$ cat src/hw/rtl/cmt_pkg.sv
`timescale 1ns / 1ps
// ----------------------------------------------------------------------------
// cmt_pkg
// Shared constants for the counting multiset table.
// ----------------------------------------------------------------------------
package cmt_pkg;
  localparam int ENTRIES_DEF    = 64;
  localparam int COUNT_BITS_DEF = 16;
  localparam int KEY_W   = 32;
  localparam int OCC_W   = 16;
  localparam int TOTAL_W = 22;
  localparam int DIST_W  = 7;

  localparam logic [1:0] CMD_ADD    = 2'd0;
  localparam logic [1:0] CMD_REMOVE = 2'd1;

  localparam logic [1:0] ST_OK     = 2'd0;
  localparam logic [1:0] ST_ABSENT = 2'd1;
  localparam logic [1:0] ST_FULL   = 2'd2;
  localparam logic [1:0] ST_SAT    = 2'd3;
endpackage

$ cat src/hw/rtl/cmt_ram.sv
`timescale 1ns / 1ps
// ----------------------------------------------------------------------------
// cmt_ram
// Generic single-port-write, single-read RAM with registered read data.
// ----------------------------------------------------------------------------
module cmt_ram #(
  parameter int WIDTH = 8,
  parameter int DEPTH = 64
) (
  input  logic                     clk,
  input  logic                     we,
  input  logic [$clog2(DEPTH)-1:0] waddr,
  input  logic [WIDTH-1:0]         wdata,
  input  logic [$clog2(DEPTH)-1:0] raddr,
  output logic [WIDTH-1:0]         rdata
);
  logic [WIDTH-1:0] mem [DEPTH];

  always_ff @(posedge clk) begin
    if (we) begin
      mem[waddr] <= wdata;
    end
    rdata <= mem[raddr];
  end
endmodule

$ cat src/hw/rtl/counting_multiset_table_top.sv
`timescale 1ns / 1ps
// ----------------------------------------------------------------------------
// counting_multiset_table_top
// Multiset of 32-bit elements held as keys with occurrence counts.
// ----------------------------------------------------------------------------
// One beat in, one beat out. The input is not ready again until the result of
// the accepted beat has been written to the output register. Each item takes
// one pass that reads every slot through the key/count RAM port to find a
// match, the lowest free slot and the current mode, followed by a write-back
// state (S_WB). The mode is then recomputed by comparing the updated slot
// against the scan results in the S_MODE state.
// A new item is taken while a finished result still waits at the output; the
// next result then holds in the S_OUT state, with the input stalled, until
// the output register is free.
// Used bits live in flip-flops and are cleared by reset; key and count RAMs
// need no clearing pass.
module counting_multiset_table_top #(
  parameter int ENTRIES    = cmt_pkg::ENTRIES_DEF,
  parameter int COUNT_BITS = cmt_pkg::COUNT_BITS_DEF
) (
  input  logic        clk,
  input  logic        rst,
  input  logic        s_tvalid,
  output logic        s_tready,
  input  logic [39:0] s_tdata,  // command[1:0], element[33:2], zero pad
  output logic        m_tvalid,
  input  logic        m_tready,
  output logic [87:0] m_tdata   // status[1:0], found[2], occurrences[18:3],
                                // total_items[40:19], distinct_items[47:41],
                                // is_empty[48], mode_valid[49],
                                // mode_element[81:50], zero pad
);
  localparam int AW = $clog2(ENTRIES);
  localparam int KW = cmt_pkg::KEY_W;
  localparam int CW = COUNT_BITS;
  localparam logic [CW-1:0] CMAX = {CW{1'b1}};

  localparam logic [2:0] S_IDLE = 3'd0;
  localparam logic [2:0] S_SCAN = 3'd1;
  localparam logic [2:0] S_LAST = 3'd2;
  localparam logic [2:0] S_WB   = 3'd3;
  localparam logic [2:0] S_MODE = 3'd4;
  localparam logic [2:0] S_OUT  = 3'd5;

  logic [2:0]    state;
  logic [1:0]    cmd;
  logic [KW-1:0] key;
  logic [ENTRIES-1:0] used;
  logic [AW-1:0] raddr, rslot;    // rslot: slot whose data is on rdata
  logic          rvalid;
  logic [KW-1:0] key_rd;
  logic [CW-1:0] cnt_rd;
  logic          hit_ok, free_ok;
  logic [AW-1:0] hit_idx, free_idx;
  logic [CW-1:0] hit_cnt;
  // mode over all slots except the hit slot (which gets updated)
  logic          bm_ok;
  logic [CW-1:0] bm_cnt;
  logic [AW-1:0] bm_idx;
  logic [KW-1:0] bm_key;
  logic          we;
  logic [AW-1:0] waddr;
  logic [CW-1:0] wcnt;
  logic [1:0]    status;
  logic          found;
  logic [CW-1:0] occ;
  logic          upd_ok;          // target slot used after the step
  logic [AW-1:0] upd_idx;
  logic [CW-1:0] upd_cnt;
  logic [cmt_pkg::TOTAL_W-1:0] total;
  logic [cmt_pkg::DIST_W-1:0]  distinct;
  logic          mode_ok;
  logic [KW-1:0] mode_key;
  logic [87:0]   obuf;
  logic          ovalid;

  cmt_ram #(.WIDTH(KW), .DEPTH(ENTRIES)) u_key (
    .clk(clk), .we(we), .waddr(waddr), .wdata(key), .raddr(raddr), .rdata(key_rd)
  );
  cmt_ram #(.WIDTH(CW), .DEPTH(ENTRIES)) u_cnt (
    .clk(clk), .we(we), .waddr(waddr), .wdata(wcnt), .raddr(raddr), .rdata(cnt_rd)
  );

  assign s_tready = (state == S_IDLE);
  assign m_tvalid = ovalid;
  assign m_tdata  = obuf;

  logic slot_used_rd, is_hit;
  assign slot_used_rd = used[rslot];
  assign is_hit = rvalid && slot_used_rd && (key_rd == key);

  always_ff @(posedge clk) begin
    if (rst) begin
      state    <= S_IDLE;
      used     <= '0;
      total    <= '0;
      distinct <= '0;
      ovalid   <= 1'b0;
      we       <= 1'b0;
      rvalid   <= 1'b0;
    end else begin
      we <= 1'b0;
      if (ovalid && m_tready) begin
        ovalid <= 1'b0;
      end
      case (state)
        S_IDLE: begin
          if (s_tvalid) begin
            cmd     <= s_tdata[1:0];
            key     <= s_tdata[33:2];
            raddr   <= '0;
            rvalid  <= 1'b0;
            hit_ok  <= 1'b0;
            free_ok <= 1'b0;
            bm_ok   <= 1'b0;
            bm_cnt  <= '0;
            state   <= S_SCAN;
          end
        end
        S_SCAN, S_LAST: begin
          rslot  <= raddr;
          rvalid <= (state == S_SCAN);
          if (state == S_SCAN) begin
            if (raddr == AW'(ENTRIES - 1)) begin
              state <= S_LAST;
            end else begin
              raddr <= raddr + 1'b1;
            end
          end else begin
            state <= S_WB;
          end
          if (rvalid) begin
            if (is_hit) begin
              hit_ok  <= 1'b1;
              hit_idx <= rslot;
              hit_cnt <= cnt_rd;
            end else if (slot_used_rd && cnt_rd > bm_cnt) begin
              bm_ok  <= 1'b1;
              bm_cnt <= cnt_rd;
              bm_idx <= rslot;
              bm_key <= key_rd;
            end
            if (!slot_used_rd && !free_ok) begin
              free_ok  <= 1'b1;
              free_idx <= rslot;
            end
          end
        end
        S_WB: begin
          rvalid  <= 1'b0;
          status  <= cmt_pkg::ST_OK;
          found   <= hit_ok;
          occ     <= hit_ok ? hit_cnt : '0;
          upd_ok  <= hit_ok;
          upd_idx <= hit_idx;
          upd_cnt <= hit_cnt;
          if (cmd == cmt_pkg::CMD_ADD) begin
            if (hit_ok) begin
              if (hit_cnt == CMAX) begin
                status <= cmt_pkg::ST_SAT;
              end else begin
                we      <= 1'b1;
                waddr   <= hit_idx;
                wcnt    <= hit_cnt + 1'b1;
                occ     <= hit_cnt + 1'b1;
                upd_cnt <= hit_cnt + 1'b1;
                total   <= total + 1'b1;
              end
            end else if (!free_ok) begin
              status <= cmt_pkg::ST_FULL;
            end else begin
              we             <= 1'b1;
              waddr          <= free_idx;
              wcnt           <= CW'(1);
              used[free_idx] <= 1'b1;
              found          <= 1'b1;
              occ            <= CW'(1);
              upd_ok         <= 1'b1;
              upd_idx        <= free_idx;
              upd_cnt        <= CW'(1);
              total          <= total + 1'b1;
              distinct       <= distinct + 1'b1;
            end
          end else if (cmd == cmt_pkg::CMD_REMOVE) begin
            if (hit_ok) begin
              we      <= 1'b1;
              waddr   <= hit_idx;
              wcnt    <= hit_cnt - 1'b1;
              occ     <= hit_cnt - 1'b1;
              upd_cnt <= hit_cnt - 1'b1;
              total   <= total - 1'b1;
              if (hit_cnt == CW'(1)) begin
                used[hit_idx] <= 1'b0;
                distinct      <= distinct - 1'b1;
                found         <= 1'b0;
                occ           <= '0;
                upd_ok        <= 1'b0;
              end
            end else begin
              status <= cmt_pkg::ST_ABSENT;
            end
          end else if (!hit_ok) begin
            status <= cmt_pkg::ST_ABSENT;
          end
          state <= S_MODE;
        end
        S_MODE: begin
          // merge updated slot with best of the rest; lower slot wins ties
          if (upd_ok && (!bm_ok || upd_cnt > bm_cnt ||
                         (upd_cnt == bm_cnt && upd_idx < bm_idx))) begin
            mode_ok  <= 1'b1;
            mode_key <= key;
          end else begin
            mode_ok  <= bm_ok;
            mode_key <= bm_ok ? bm_key : '0;
          end
          state <= S_OUT;
        end
        S_OUT: begin
          if (!ovalid || m_tready) begin
            obuf <= {6'd0, mode_key, mode_ok, (total == '0), distinct, total,
                     cmt_pkg::OCC_W'(occ), found, status};
            ovalid <= 1'b1;
            state  <= S_IDLE;
          end
        end
        default: state <= S_IDLE;
      endcase
    end
  end
endmodule
$ cat config.mk
export PLATFORM = sky130hd
export DESIGN_NAME = counting_multiset_table_top
export DESIGN_NICKNAME = d
export VERILOG_FILES = /design/src/hw/rtl/cmt_pkg.sv /design/src/hw/rtl/cmt_ram.sv /design/src/hw/rtl/counting_multiset_table_top.sv
export SDC_FILE = /design/constraint.sdc
export NUM_CORES = 2
export LEC_CHECK = 0
export ABC_AREA = 1
export CORE_UTILIZATION = 45
export DETAILED_ROUTE_END_ITERATION = 10
export DONT_BUFFER_PORTS = 1
export PLACE_DENSITY = 0.59
export SLEW_MARGIN = 5
export SYNTH_ARGS = -nofsm -noshare
export SYNTH_HDL_FRONTEND = slang
export SYNTH_SLANG_ARGS = --single-unit
export TNS_END_PERCENT = 5
$ cat constraint.sdc
create_clock -name clk -period 22.3 [get_ports clk]
set_input_delay 2.23 -clock clk [delete_from_list [all_inputs] [get_ports clk]]
set_output_delay 2.23 -clock clk [all_outputs]
set_load 0.02 [all_outputs]
== Word level (Yosys, flattened, before mapping) ==
Memories as Yosys holds them, arrays and structs flattened. A register that Yosys moved wholly into a read port is not among the register bits.
Index checks and enable logic that the tools add are counted.

* Bitwise gates (word level): 6
* Equal/unequal tests: 24
* $add $sub $neg: 7
* Multiplexer cells: 102
* $lt $le $gt $ge: 8
* Reductions and logical operators: 44

{| class="wikitable"
|+ Operators by type and width
! operator !! count
|-
| $mux W16 || 24
|-
| $mux W64 || 6
|-
| $mux W22 || 6
|-
| $mux W6 || 12
|-
| $and A64 B64 Y64 || 1
|-
| $mux W32 || 2
|-
| $not A64 Y64 || 1
|-
| $or A64 B64 Y64 || 1
|-
| $mux W7 || 6
|-
| $eq A32 B32 Y1 || 1
|-
| $gt A16 B16 Y1 || 2
|-
| $pmux W16 S2 || 1
|-
| $mux W1 || 28
|-
| $reduce_and A5 Y1 || 5
|-
| $add A22 B1 Y22 const B || 1
|-
| $logic_not A22 Y1 || 1
|-
| $ne A2 B2 Y1 const B || 11
|-
| $sub A22 B1 Y22 const B || 1
|-
| $lt A6 B7 Y1 const B || 3
|-
| $reduce_and A6 Y1 || 3
|-
| $add A16 B1 Y16 const B || 1
|-
| $eq A16 B1 Y1 const B || 1
|-
| $eq A16 B16 Y1 || 1
|-
| $eq A16 B16 Y1 const B || 1
|-
| other kinds (32) || 71
|}

* Word-level logic and storage cells: 223
* Input port bits: 44
* Output and inout port bits: 90
* Bits in writable memories: 3072
* Memories: 2
* Bits in registers: 408

{| class="wikitable"
|+ Memory list
! memory !! words !! width !! rd ports !! clocked after memory_dff !! write ports !! RTL line !! RTL
|-
| u_key.mem || 64 || 32 || 1 || 1 || 1 || cmt_ram.sv:17 || <nowiki>logic [WIDTH-1:0] mem [DEPTH];</nowiki>
|-
| u_cnt.mem || 64 || 16 || 1 || 1 || 1 || cmt_ram.sv:17 ||
|}

== Depth between registers and ports, before layout ==
* Depth after elaboration: 10
* Depth in mapped cells: 17
* Gate-level depth less buffers: 14

== By module ==
From an unflattened synthesis, not the netlist that was laid out.

* Cell total of the unflattened synthesis: 12636
* Area total of the unflattened synthesis: 145557.1 um2

{| class="wikitable"
|+ By module, submodules not included
! module !! instances !! area each (um2) !! cells an instance !! seq. area each (um2)
|-
| cmt_ram (u_key) || 1 || 82785.6 || 6785 || 62139.6
|-
| cmt_ram (u_cnt) || 1 || 42140.4 || 3534 || 31069.8
|-
| counting_multiset_table_top || 1 || 20631.0 || 2317 || 11260.8
|}

== Least setup slack after synthesis ==
OpenSTA, ideal clock, no wires.

* Path type: input to register
* Start: input port rst
* End: register obuf[0] (netlist: m_tdata[0]) (enable)
* Data arrival time: 8240 ps
* Setup time: 623 ps
* Stages: 3
* Setup slack: 13437 ps
* Path buffers: 2
* Required time: 21677 ps
* Cell sequence: clkbuf_1 clkbuf_1 nor3_1

* Word-level cells in the longest chain between the ends: 2

{| class="wikitable"
|+ RTL lines
! what !! RTL line !! RTL
|-
| start: declaration || counting_multiset_table_top.sv:22 || <nowiki>input logic rst,</nowiki>
|-
| $not A1 Y1 (no source line) || - ||
|-
| $reduce_and A3 Y1 (no source line) || - ||
|-
| end signal: assignment || counting_multiset_table_top.sv:221 || <nowiki>obuf <= {6'd0, mode_key, mode_ok, (total == '0), distinct, total,</nowiki>
|-
| end: declaration || counting_multiset_table_top.sv:74 || <nowiki>logic [87:0] obuf;</nowiki>
|}

No other way between the ends.
A chain may end at the register's enable or synchronous reset.

==> impl_metrics.toml <==
[status]
status = "finished, violations left"
failed_checks = "design-rule violations"

[layout]
nets = 11191
finalInstanceArea_um2 = 158300
nFillCells = 26328
finalNonFillerCells = 15541
drive_gt1_share_pct = 8.042
areaGrowthSynthToFinish_pct = 11.65

[synthesis]
yosys_warnings = 0
yosys.area_share.simple_pct = 10.39
synth_area_leader_cell = "edfxtp_1"
yosys.area_share.adder_pct = 0.6285
ys_ff_latch = 3528
synth.most_common_cell = "edfxtp_1"
synth_top_family_by_area = "compound AO/OA/AOI/OAI gates"
yosys.area.top_type_share_pct = 71.63
seq_area_frac_synth_pct = 73.71
synthXorXnorAreaFrac_pct = 0.2904
synth_common_cells = "edfxtp_1 (3381), nor2_1 (1619), o21ai_0 (1544)"
muxShareOfSynthArea_pct = 0.5862
synth_cell_type_count = 54
synth_area_leaders = "edfxtp_1 (72%), o21ai_0 (5.5%), nor2_1 (4.3%), nand2_1 (3.7%), dfxtp_1 (2.1%)"
syn_area_um2 = 141700
synthFlopType = "edfxtp_1"
synth_enable_flop_cells = 3381
synthArstFlopShare_pct = 0
syn_area_per_cell_um2 = 12.66
synth-compound-area-share_pct = 11.41
syn-instance-count = 11198

[sta]
slew_headroom_pct = 2.086
max_freq_ghz = 0.1448
drv_slew = 0
skew_ns = 0.07920
tns_ns = 0
min_period_over_period_pct = 30.97
tightestPinTransition_ns = 1.457
rsz0062_at_grt = "no"
hold_violations = 0
min_period_ns = 6.907
setup_violations = 0

[grt]
grt_max_degree = 181
grt_overflow_total = 0
grt_pass1_vias = 89805
antenna_found_initial = 34
grt_pass1_wl_mm = 630.4
track_usage_pct = 27.40

[clocking]
cts_setup_buffers = 0
cts_resized = 0
cts_max_path_buffers = 4
cts_tree = "built"
cts-hold-fix-buffers = 0
cts.sinks = 3528
path_clk_slew_ns = 0.06
htree_levels = 5
clk_latency_ns = 0.97
numCtsBuffers = 367
cts-root-buf = "clkbuf_16"

[min_path]
hold-path-endpoint = "m_tdata[49]"
min_from = "mode_ok"
holdCritPathClass = "reg -> reg"
holdPathStages = 0

[place]
gp_congestion = 0.8582
io_buffers = 0
placed_area_um2 = 146200
dp_hpwl_mm = 236.1
place_inst = 14848

[critical_path]
cp_data_arrival_time_ns = 7.75
reg2reg_from = "raddr[0]"
crit_type = "reg -> reg"
crit_top_cell = "buf_4"
ff2ff_path_depth = 14
required_ns = 23.15
slowest_stage = "buf_4"
max_stage_delay_ns = 0.91
rrSetupSlack_ns = 15.39
reg2reg_to = "u_cnt.rdata[14]"
endpoint_kind = "register"
start_kind = "register"
worstPathMaxFanout = 151
cp_cell_sequence = "inv_8, buf_4, buf_4, buf_4, buf_4, buf_4, o21ai_0, o22ai_1, nand2_1, nand3_1, nand3_1, o21ai_1, nand2_1, nand3_1"

[floorplanning]
dieArea_um2 = 317200
dieWidth_um = 563.2
core_area_um2 = 312700
die_h_um = 563.2
start_util_pct = 45.33
row_count = 205
ioPinCount = 134

[route]
dr.pass1.iters = 11
drt-initial-drc-count = 13935
via_per_inst = 6.118
drt-wirelength-per-cell_um = 28.72
antenna_left = 0
num_vias = 95082
wl_mm = 446.3
drc = 2

[pwr]
internal_power_mw = 11.22
powerDensity_nw_per_um2 = 95.09
p_clk_share_pct = 40.8
p_comb_share_pct = 10.3
p_leak_nw = 51.91
ir_drop_mv = 0.06453
p_sw_mw = 3.831
p_seq_share_pct = 48.8
power_mw = 15.05
switching_share_pct = 25.46

[job]
cap_viol_max_count = 0
-- placed cells by master (no fill, tap or decap), drive strengths merged, types with 149 or more instances in the layout --
master	n
inv	253
o22ai	451
o221ai	233
a21oi	307
edfxtp	3381
clkinv	149
nand2	1402
clkbuf	474
nand3	518
buf	247
o21ai	1586
nor2	1628
o211ai	181
-- metrics by stage --
stage | setup WS, ns | hold slack (ns) | util [%]
final | 15.39 | 0.4167 | 50.61
after global placement | 15.75 | 0.4093 | 46.75
after detailed placement | 15.63 | 0.4045 | 46.75
after global routing | 15.13 | 0.4283 | 50.60
after CTS | 15.62 | 0.4169 | 50.60
after floorplan | 13.44 | 0.4003 | -
-- cells by family after synthesis --
group | Yosys count
other | 1
AOI/OAI and AO/OA | 2812
and+or+nand+nor | 3669
buffers and inverters | 988
muxes | 83
adders and majority gates | 70
DFF | 3528
xor gates and xnor gates | 47
-- per-layer routing --
metal	GRT usage, %	share of wire (%)	vias to the layer above
met4	10.41	3.8	10
met5	0	0.014	-
met3	4.515	10	797
met1	38.20	40	47857
met2	43.25	46	5339
li1	-	-	41079
-- power groups by stage --
stage	Clock [mW]	Sequential (mW)	Combinational, mW
2_1_floorplan	0	7.47	0.980
3_3_place_gp	0	7.49	1.51
3_5_place_dp	0	7.49	1.54
4_1_cts	6.20	7.35	1.54
5_1_grt	6.44	7.35	1.68
6_report	6.14	7.35	1.56
-- state kept, by name, summed over array words and instances (netlist names), 16 cells and up --
register     count
u_cnt.rdata     16
upd_cnt         16
m_tdata         82
u_key.rdata     32
used            64
hit_cnt         16
total           22
u_key.mem     2048
occ             16
mode_key        32
bm_cnt          16
wcnt            16
u_cnt.mem     1024
bm_key          32
key             32
-- worst max path at each step --
stage / depth (start not counted) / from / to / slack (ns)
2_1_floorplan: 3 / rst / m_tdata[0] / 13.44
3_3_place_gp: 14 / raddr[0] / u_key.rdata[5] / 15.75
3_5_place_dp: 14 / raddr[0] / u_key.rdata[5] / 15.63
4_1_cts: 14 / raddr[0] / u_key.rdata[5] / 15.62
5_1_grt: 14 / raddr[0] / u_key.rdata[5] / 15.13
6_report: 14 / raddr[0] / u_cnt.rdata[14] / 15.39
-- worst max-delay path: cells and delay by family, from the launching register on --
kind	cells	cell delay [ns]
compound gates	3	0.64
buf+inv	6	4.66
flops	1	0.50
simple gates	5	0.63
-- final cells by class --
type | instances | area (µm²) | share of cell area [%]
Antenna cell | 11 | 27.53 | 0.01739
Tap cell | 4140 | 5180 | 3.273
Inverter | 246 | 967.2 | 0.6112
Timing Repair Buffer | 247 | 1979 | 1.251
Clock inverter | 208 | 2205 | 1.393
Multi-Input combinational cell | 6687 | 33600 | 21.23
Sequential cell | 3528 | 104500 | 66.02
Clock buffer | 474 | 9822 | 6.207
Power figures use the tool's default switching activity.
